File: src/rtl/core/shs_pkg.sv
// shared types and constants of the sha-256 stream hasher
// no dependencies
package shs_pkg;

    typedef logic [31:0] word_t;

    localparam logic [0:7][31:0] SHS_H_INIT = {
        32'h6a09e667, 32'hbb67ae85, 32'h3c6ef372, 32'ha54ff53a,
        32'h510e527f, 32'h9b05688c, 32'h1f83d9ab, 32'h5be0cd19
    };

    localparam logic [7:0] SHS_PAD_BYTE = 8'h80;
    localparam logic [5:0] SHS_LEN_POS  = 6'd56;
    localparam logic [5:0] SHS_LEN_LOW  = 6'd60;
    localparam logic [5:0] SHS_LAST_RND = 6'd63;
    localparam logic [2:0] SHS_LAST_IDX = 3'd7;
    localparam word_t      SHS_BLK_BITS = 32'd512;

    typedef struct packed {
        logic       shift_byte;
        logic       pad_byte;
        logic       start_pad;
        logic       load_work;
        logic       round_en;
        logic [5:0] round_idx;
        logic       update;
        logic       add_block;
        logic       restart;
        logic [2:0] word_idx;
    } shs_cmd_t;

    typedef struct packed {
        logic cnt_last;
        logic fin_block;
    } shs_sts_t;

    function automatic word_t shs_round_k(input logic [5:0] idx);
        word_t k;
        case (idx)
            6'd0:  k = 32'h428a2f98;
            6'd1:  k = 32'h71374491;
            6'd2:  k = 32'hb5c0fbcf;
            6'd3:  k = 32'he9b5dba5;
            6'd4:  k = 32'h3956c25b;
            6'd5:  k = 32'h59f111f1;
            6'd6:  k = 32'h923f82a4;
            6'd7:  k = 32'hab1c5ed5;
            6'd8:  k = 32'hd807aa98;
            6'd9:  k = 32'h12835b01;
            6'd10: k = 32'h243185be;
            6'd11: k = 32'h550c7dc3;
            6'd12: k = 32'h72be5d74;
            6'd13: k = 32'h80deb1fe;
            6'd14: k = 32'h9bdc06a7;
            6'd15: k = 32'hc19bf174;
            6'd16: k = 32'he49b69c1;
            6'd17: k = 32'hefbe4786;
            6'd18: k = 32'h0fc19dc6;
            6'd19: k = 32'h240ca1cc;
            6'd20: k = 32'h2de92c6f;
            6'd21: k = 32'h4a7484aa;
            6'd22: k = 32'h5cb0a9dc;
            6'd23: k = 32'h76f988da;
            6'd24: k = 32'h983e5152;
            6'd25: k = 32'ha831c66d;
            6'd26: k = 32'hb00327c8;
            6'd27: k = 32'hbf597fc7;
            6'd28: k = 32'hc6e00bf3;
            6'd29: k = 32'hd5a79147;
            6'd30: k = 32'h06ca6351;
            6'd31: k = 32'h14292967;
            6'd32: k = 32'h27b70a85;
            6'd33: k = 32'h2e1b2138;
            6'd34: k = 32'h4d2c6dfc;
            6'd35: k = 32'h53380d13;
            6'd36: k = 32'h650a7354;
            6'd37: k = 32'h766a0abb;
            6'd38: k = 32'h81c2c92e;
            6'd39: k = 32'h92722c85;
            6'd40: k = 32'ha2bfe8a1;
            6'd41: k = 32'ha81a664b;
            6'd42: k = 32'hc24b8b70;
            6'd43: k = 32'hc76c51a3;
            6'd44: k = 32'hd192e819;
            6'd45: k = 32'hd6990624;
            6'd46: k = 32'hf40e3585;
            6'd47: k = 32'h106aa070;
            6'd48: k = 32'h19a4c116;
            6'd49: k = 32'h1e376c08;
            6'd50: k = 32'h2748774c;
            6'd51: k = 32'h34b0bcb5;
            6'd52: k = 32'h391c0cb3;
            6'd53: k = 32'h4ed8aa4a;
            6'd54: k = 32'h5b9cca4f;
            6'd55: k = 32'h682e6ff3;
            6'd56: k = 32'h748f82ee;
            6'd57: k = 32'h78a5636f;
            6'd58: k = 32'h84c87814;
            6'd59: k = 32'h8cc70208;
            6'd60: k = 32'h90befffa;
            6'd61: k = 32'ha4506ceb;
            6'd62: k = 32'hbef9a3f7;
            default: k = 32'hc67178f2;
        endcase
        return k;
    endfunction

endpackage

File: src/rtl/core/shs_datapath.sv
// datapath: block buffer, padding, compression round and hash words
// depends on shs_pkg; driven by shs_ctrl through shs_cmd_t
module shs_datapath import shs_pkg::*; (
    input  logic     aclk,
    input  logic     aresetn,
    input  shs_cmd_t cmd,
    input  logic [7:0] data_byte,
    output shs_sts_t sts,
    output word_t    digest_word
);

    function automatic word_t rotr(input word_t x, input int unsigned n);
        return (x >> n) | (x << (32 - n));
    endfunction

    logic [511:0] line_reg, line_next;
    word_t        h_reg [8];
    word_t        h_next [8];
    word_t        v_reg [8];
    word_t        v_next [8];
    logic [5:0]   cnt_reg, cnt_next;
    word_t        bits_reg, bits_next;
    word_t        len_reg, len_next;
    logic         fin_block_reg, fin_block_next;
    logic         first_reg, first_next;

    logic [7:0] pad_val;
    logic [7:0] byte_in;
    word_t      w0, w1, w9, w14, w_new;
    word_t      t1, t2, ch, maj;

    assign w0  = line_reg[511:480];
    assign w1  = line_reg[479:448];
    assign w9  = line_reg[223:192];
    assign w14 = line_reg[63:32];

    assign w_new = (rotr(w14, 17) ^ rotr(w14, 19) ^ (w14 >> 10)) + w9
                 + (rotr(w1, 7) ^ rotr(w1, 18) ^ (w1 >> 3)) + w0;

    assign ch  = (v_reg[4] & v_reg[5]) ^ (~v_reg[4] & v_reg[6]);
    assign maj = (v_reg[0] & v_reg[1]) ^ (v_reg[0] & v_reg[2]) ^ (v_reg[1] & v_reg[2]);
    assign t1  = v_reg[7] + (rotr(v_reg[4], 6) ^ rotr(v_reg[4], 11) ^ rotr(v_reg[4], 25))
               + ch + shs_round_k(cmd.round_idx) + w0;
    assign t2  = (rotr(v_reg[0], 2) ^ rotr(v_reg[0], 13) ^ rotr(v_reg[0], 22)) + maj;

    always_comb begin
        case (cnt_reg[1:0])
            2'd0:    pad_val = len_reg[31:24];
            2'd1:    pad_val = len_reg[23:16];
            2'd2:    pad_val = len_reg[15:8];
            default: pad_val = len_reg[7:0];
        endcase
        if (first_reg) begin
            pad_val = SHS_PAD_BYTE;
        end else if (!(fin_block_reg && cnt_reg >= SHS_LEN_LOW)) begin
            pad_val = 8'h00;
        end
    end

    assign byte_in = cmd.pad_byte ? pad_val : data_byte;

    always_comb begin
        line_next      = line_reg;
        cnt_next       = cnt_reg;
        bits_next      = bits_reg;
        len_next       = len_reg;
        fin_block_next = fin_block_reg;
        first_next     = first_reg;
        for (int i = 0; i < 8; i++) begin
            h_next[i] = h_reg[i];
            v_next[i] = v_reg[i];
        end

        if (cmd.shift_byte) begin
            line_next = {line_reg[503:0], byte_in};
            cnt_next  = cnt_reg + 6'd1;
            if (cmd.pad_byte) begin
                first_next = 1'b0;
            end
        end
        if (cmd.start_pad) begin
            len_next       = bits_reg + {23'd0, cnt_reg, 3'd0};
            fin_block_next = cnt_reg < SHS_LEN_POS;
            first_next     = 1'b1;
        end
        if (cmd.load_work) begin
            for (int i = 0; i < 8; i++) begin
                v_next[i] = h_reg[i];
            end
        end
        if (cmd.round_en) begin
            line_next = {line_reg[479:0], w_new};
            for (int i = 1; i < 8; i++) begin
                v_next[i] = v_reg[i - 1];
            end
            v_next[4] = v_reg[3] + t1;
            v_next[0] = t1 + t2;
        end
        if (cmd.update) begin
            for (int i = 0; i < 8; i++) begin
                h_next[i] = h_reg[i] + v_reg[i];
            end
            if (cmd.add_block) begin
                bits_next = bits_reg + SHS_BLK_BITS;
            end else begin
                fin_block_next = 1'b1;
            end
        end
        if (cmd.restart) begin
            for (int i = 0; i < 8; i++) begin
                h_next[i] = SHS_H_INIT[i];
            end
            cnt_next  = 6'd0;
            bits_next = 32'd0;
        end
    end

    always_ff @(posedge aclk) begin
        if (!aresetn) begin
            for (int i = 0; i < 8; i++) begin
                h_reg[i] <= SHS_H_INIT[i];
            end
            cnt_reg       <= 6'd0;
            bits_reg      <= 32'd0;
            fin_block_reg <= 1'b0;
            first_reg     <= 1'b0;
        end else begin
            h_reg         <= h_next;
            cnt_reg       <= cnt_next;
            bits_reg      <= bits_next;
            fin_block_reg <= fin_block_next;
            first_reg     <= first_next;
        end
        line_reg <= line_next;
        v_reg    <= v_next;
        len_reg  <= len_next;
    end

    assign sts.cnt_last  = cnt_reg == SHS_LAST_RND;
    assign sts.fin_block = fin_block_reg;
    assign digest_word   = h_reg[cmd.word_idx];

endmodule

File: src/rtl/core/shs_ctrl.sv
// controller: sequences byte intake, padding, rounds and digest output
// depends on shs_pkg; commands shs_datapath through shs_cmd_t
module shs_ctrl import shs_pkg::*; (
    input  logic     aclk,
    input  logic     aresetn,
    input  logic     s_tvalid,
    input  logic     has_byte,
    input  logic     end_of_msg,
    output logic     s_tready,
    output logic     m_tvalid,
    input  logic     m_tready,
    output logic     m_tlast,
    output logic [2:0] word_index,
    input  shs_sts_t sts,
    output shs_cmd_t cmd
);

    typedef enum logic [2:0] {
        ST_IDLE,
        ST_PAD_INIT,
        ST_PAD,
        ST_ROUND,
        ST_UPDATE,
        ST_OUT
    } state_t;

    state_t     state_reg, state_next;
    logic [5:0] round_reg, round_next;
    logic [2:0] idx_reg, idx_next;
    logic       fin_pend_reg, fin_pend_next;
    logic       pad_mode_reg, pad_mode_next;
    logic       tready_reg;
    logic       tvalid_reg;
    logic       s_acc, m_acc;

    assign s_acc = s_tvalid && tready_reg;
    assign m_acc = tvalid_reg && m_tready;

    always_comb begin
        state_next    = state_reg;
        round_next    = round_reg;
        idx_next      = idx_reg;
        fin_pend_next = fin_pend_reg;
        pad_mode_next = pad_mode_reg;
        cmd           = '0;
        cmd.round_idx = round_reg;
        cmd.word_idx  = idx_reg;
        case (state_reg)
            ST_IDLE: begin
                if (s_acc) begin
                    cmd.shift_byte = has_byte;
                    if (has_byte && sts.cnt_last) begin
                        cmd.load_work = 1'b1;
                        fin_pend_next = end_of_msg;
                        round_next    = 6'd0;
                        state_next    = ST_ROUND;
                    end else if (end_of_msg) begin
                        state_next = ST_PAD_INIT;
                    end
                end
            end
            ST_PAD_INIT: begin
                cmd.start_pad = 1'b1;
                pad_mode_next = 1'b1;
                state_next    = ST_PAD;
            end
            ST_PAD: begin
                cmd.shift_byte = 1'b1;
                cmd.pad_byte   = 1'b1;
                if (sts.cnt_last) begin
                    cmd.load_work = 1'b1;
                    round_next    = 6'd0;
                    state_next    = ST_ROUND;
                end
            end
            ST_ROUND: begin
                cmd.round_en = 1'b1;
                round_next   = round_reg + 6'd1;
                if (round_reg == SHS_LAST_RND) begin
                    state_next = ST_UPDATE;
                end
            end
            ST_UPDATE: begin
                cmd.update    = 1'b1;
                cmd.add_block = !pad_mode_reg;
                if (pad_mode_reg) begin
                    if (sts.fin_block) begin
                        idx_next   = 3'd0;
                        state_next = ST_OUT;
                    end else begin
                        state_next = ST_PAD;
                    end
                end else if (fin_pend_reg) begin
                    state_next = ST_PAD_INIT;
                end else begin
                    state_next = ST_IDLE;
                end
            end
            ST_OUT: begin
                if (m_acc) begin
                    if (idx_reg == SHS_LAST_IDX) begin
                        cmd.restart   = 1'b1;
                        pad_mode_next = 1'b0;
                        fin_pend_next = 1'b0;
                        state_next    = ST_IDLE;
                    end else begin
                        idx_next = idx_reg + 3'd1;
                    end
                end
            end
            default: begin
                state_next = ST_IDLE;
            end
        endcase
    end

    always_ff @(posedge aclk) begin
        if (!aresetn) begin
            state_reg    <= ST_IDLE;
            round_reg    <= 6'd0;
            idx_reg      <= 3'd0;
            fin_pend_reg <= 1'b0;
            pad_mode_reg <= 1'b0;
            tready_reg   <= 1'b0;
            tvalid_reg   <= 1'b0;
        end else begin
            state_reg    <= state_next;
            round_reg    <= round_next;
            idx_reg      <= idx_next;
            fin_pend_reg <= fin_pend_next;
            pad_mode_reg <= pad_mode_next;
            tready_reg   <= state_next == ST_IDLE;
            tvalid_reg   <= state_next == ST_OUT;
        end
    end

    assign s_tready   = tready_reg;
    assign m_tvalid   = tvalid_reg;
    assign m_tlast    = idx_reg == SHS_LAST_IDX;
    assign word_index = idx_reg;

endmodule

File: src/rtl/core/sha256_stream_hasher_top.sv
// sha-256 stream hasher: one byte per beat in, eight digest words out
// a non-final byte of a block is shifted in; the final one also starts 64 rounds + 1 update
// end of message: a setup state, then pad bytes shift in and each padded block is hashed
// then eight output beats; the core computes one round per cycle and takes no byte meanwhile
// aresetn is synchronous: hash words take their initial values, counters clear
module sha256_stream_hasher_top import shs_pkg::*; (
    input  logic        aclk,
    input  logic        aresetn,
    input  logic        s_tvalid,
    output logic        s_tready,
    input  logic [7:0]  s_tdata,   // data_byte
    input  logic [0:0]  s_tuser,   // has_byte
    input  logic        s_tlast,   // end_of_message
    output logic        m_tvalid,
    input  logic        m_tready,
    output logic [39:0] m_tdata,   // digest_word[31:0], word_index[34:32], zero fill
    output logic        m_tlast    // last_word
);

    shs_cmd_t   cmd;
    shs_sts_t   sts;
    word_t      digest_word;
    logic [2:0] word_index;

    shs_ctrl u_ctrl (
        .aclk       (aclk),
        .aresetn    (aresetn),
        .s_tvalid   (s_tvalid),
        .has_byte   (s_tuser[0]),
        .end_of_msg (s_tlast),
        .s_tready   (s_tready),
        .m_tvalid   (m_tvalid),
        .m_tready   (m_tready),
        .m_tlast    (m_tlast),
        .word_index (word_index),
        .sts        (sts),
        .cmd        (cmd)
    );

    shs_datapath u_dp (
        .aclk        (aclk),
        .aresetn     (aresetn),
        .cmd         (cmd),
        .data_byte   (s_tdata),
        .sts         (sts),
        .digest_word (digest_word)
    );

    assign m_tdata = {5'd0, word_index, digest_word};

endmodule

File: config.mk
export PLATFORM = sky130hd
export DESIGN_NAME = sha256_stream_hasher_top
export DESIGN_NICKNAME = d
export VERILOG_FILES = /design/src/rtl/core/shs_pkg.sv /design/src/rtl/core/shs_datapath.sv /design/src/rtl/core/shs_ctrl.sv /design/src/rtl/core/sha256_stream_hasher_top.sv
export SDC_FILE = /design/constraint.sdc
export NUM_CORES = 2
export LEC_CHECK = 0
export BUFFER_PORTS_ARGS = -buffer_cell sky130_fd_sc_hd__buf_2
export CAP_MARGIN = 10
export CORE_UTILIZATION = 65
export DETAILED_ROUTE_END_ITERATION = 7
export PLACE_DENSITY = 0.8
export SYNTH_ARGS = -nofsm -noshare
export SYNTH_HDL_FRONTEND = slang
export SYNTH_SLANG_ARGS = --single-unit
export TNS_END_PERCENT = 100
File: constraint.sdc
create_clock -name aclk -period 42.3 [get_ports aclk]
set_clock_uncertainty 0.05 [all_clocks]
set_input_delay 2.115 -clock aclk [delete_from_list [all_inputs] [get_ports aclk]]
set_output_delay 2.115 -clock aclk [all_outputs]
set_load 0.05 [all_outputs]
==> metrics <==
status=completed; worst-path maximum fanout=6; CTS buffer count=121; Root Driver=clkbuf_16; Slew HR=0.111; core box area=113000 um2; Sw Share=0.292; Synth area leader=edfxtp_1; vias in the first global route=58.2k; max reg flops=512; cts hold-fix bufs=0; Tightest Pin Transition=1.33 ns; nets=8567; Clock Sinks=1132; initial antenna violation count=7; Vias=61.1k; Crit path largest cell delay=0.58 ns; post_cts resized=0; Skew-Pair Late Insertion Delay=0.77 ns; commonest cells after routing, fill and taps aside=nand2_1, edfxtp_1, a21oi_1; Switch Pwr=834 uW; Pint=2.02 mW; Worst Setup Path Type=reg -> reg; Die Wd=340 um; total track usage=0.388; Post-Synth Simple-Gate Area=0.185; CP most frequent cell=fa_1; final non-filler cell area=78800 um2; register bit count reported by yosys=1132; worst path required time=42.71 ns; main combinational cell family by area after synthesis=simple AND/OR/NAND/NOR gates; Post-Layout Cell Count=9569; DR iter-0 viols=7010; first-pass GRT wire length=343 mm; Routed Wire Length=228 mm; layout cells sized above 1=0.0571; effective utilization at floorplan=0.657; post-route minimum period=8.53 ns; Hold EP=u_dp.len_reg[31]; gpl congestion=1.02; R2R Path End=u_dp.v_reg[254]; Die Height=340 um; min-delay src=u_dp.bits_reg[31]; Post-Syn Area per Cell=9.02 um2; Post-CTS Setup Bufs=0; Max clock buf depth=3; Detail Placement HPWL=165 mm; Post-synth EDFFs=797; Synth Area in Compound Gates=0.140; post-route ant nets=0; Die ar.=115000 um2; RSZ-0062 raised after global routing=false; total gr overflow=0; Crit. End Element=flip-flop; Async S/R FF share, synth=0; htree depth=3; Register-to-Register Path Depth=30; Crit. Startpoint=u_dp.v_reg[123]; Pwr Density=36.2 nW/um2; reg2reg start=u_dp.v_reg[123]; Fmax=117 MHz; Cell Area, Synth=74100 um2; final critical-path share of the clock period=0.202; Vias per Instance=6.38; worst vdd ir=0.0388 mV; Mapped Cells=8207; fin. max-slew vios=0; Hold WC Path Type=reg -> reg; DR DRC count=0; max cap viols=0; I/O pins=57; part of the power in registers=0.436; DR pass1 iterations=8; YS warnings=0; startpoint types=flip-flop; Placed Area=74900 um2; drt wl/cell=23.8 um; final setup TNS=0 ns; worst path arrival time=8.94 ns; # rows=123; R2R setup slack=33.77 ns; Clock Power Share=0.372; XOR/XNOR share of the synthesized area=0.0685; Hold Path Stages=0; CP Buf/Inv Count=3; Reg clk slew, reported paths=0.07 ns; main flop type after synthesis=edfxtp_1; Fin. Hold Viols=0; CTS tree=built; commonest non-fill, non-tap cell in the layout=nand2_1; dpl cells=9339; post-synth cell types=106; leakage power=32.2 nW; Top delay family on crit path=compound AO/OA/AOI/OAI gates; final setup fails=0; Synth Area in Adders=0.123; Crit-path slowest cell=edfxtp_1; Synth area leaders=edfxtp_1, nand2_1, dfxtp_1, ha_1, fa_1; multiplexer share of the synthesized area=0.0298; Synth top area share=0.323; Seq/Total Area, Yosys=0.414; largest net degree at the start of global routing=240; Gate power share=0.192; input/output buffers=51; synth-to-layout area growth=6.42%
-- synth_stat cells (all sizes together), types with 64 or more instances --
cell type / n
o21ai: 424
nand2: 2539
inv: 292
nand3: 110
xnor2: 394
nor3: 86
xor2: 180
fa: 195
a21oi: 491
o211ai: 111
dfxtp: 335
ha: 396
mux4: 64
edfxtp: 797
clkbuf: 416
nor2: 290
a21o: 180
-- worst register-to-register path: cells and delay by family (launching register included) --
kind                     cells  cell delay [ns]
AO/OA/AOI/OAI               14             3.47
XOR/XNOR                     4             1.09
adder cells (fa/ha/maj)      6             2.50
buffers and inverters        3             0.17
flip-flops                   1             0.58
AND/OR/NAND/NOR              3             0.36
-- layout make-up --
type / count / area, um2
fill: 8624 / 33800
timing repair buffer: 103 / 721
inverter: 293 / 1100
antenna: 1 / 2.50
multi-input combinational: 6311 / 40500
clock buffer: 168 / 3360
clock inverter: 61 / 597
sequential: 1132 / 30600
tap: 1500 / 1880
-- power groups by stage --
stage / combinational [mW] / clock (mW) / sequential, mW
after global placement: 0.522 / 0 / 1.26
final: 0.549 / 1.06 / 1.24
after global routing: 0.595 / 1.11 / 1.24
after detailed placement: 0.531 / 0 / 1.27
after floorplan: 0.393 / 0 / 1.27
after CTS: 0.537 / 1.07 / 1.24
-- through the flow --
step	hold slack (ns)	setup WS [ns]	total power [mW]	util
after global routing	0.433	33.18	2.95	0.700
after CTS	0.422	33.90	2.85	0.700
after floorplan	0.367	21.35	1.66	-
after global placement	0.400	34.05	1.79	0.665
final	0.429	33.77	2.85	0.700
after detailed placement	0.391	33.98	1.80	0.665
-- how the worst max path moves through the flow --
stage          cells after the start              end
2_1_floorplan                     13        flip-flop
3_3_place_gp                      31  u_dp.v_reg[254]
3_5_place_dp                      30  u_dp.v_reg[254]
4_1_cts                           30  u_dp.v_reg[254]
5_1_grt                           30  u_dp.v_reg[254]
6_report                          30  u_dp.v_reg[254]
-- logic make-up after synthesis --
family                   count (synthesis)
AO/OA/AOI/OAI                         1643
XOR/XNOR                               575
adder cells (fa/ha/maj)                613
buffers and inverters                  768
flip-flops                            1132
multiplexers                           134
other                                    1
AND/OR/NAND/NOR                       3341
-- routing by layer --
layer	up-vias	routed length, um	global-route usage
met5	-	16	0
met4	4	16700	0.241
met2	3144	104000	0.614
met3	749	20900	0.0742
li1	27800	-	-
met1	29300	86400	0.493
Note: power is estimated with default switching activity, not from simulation.
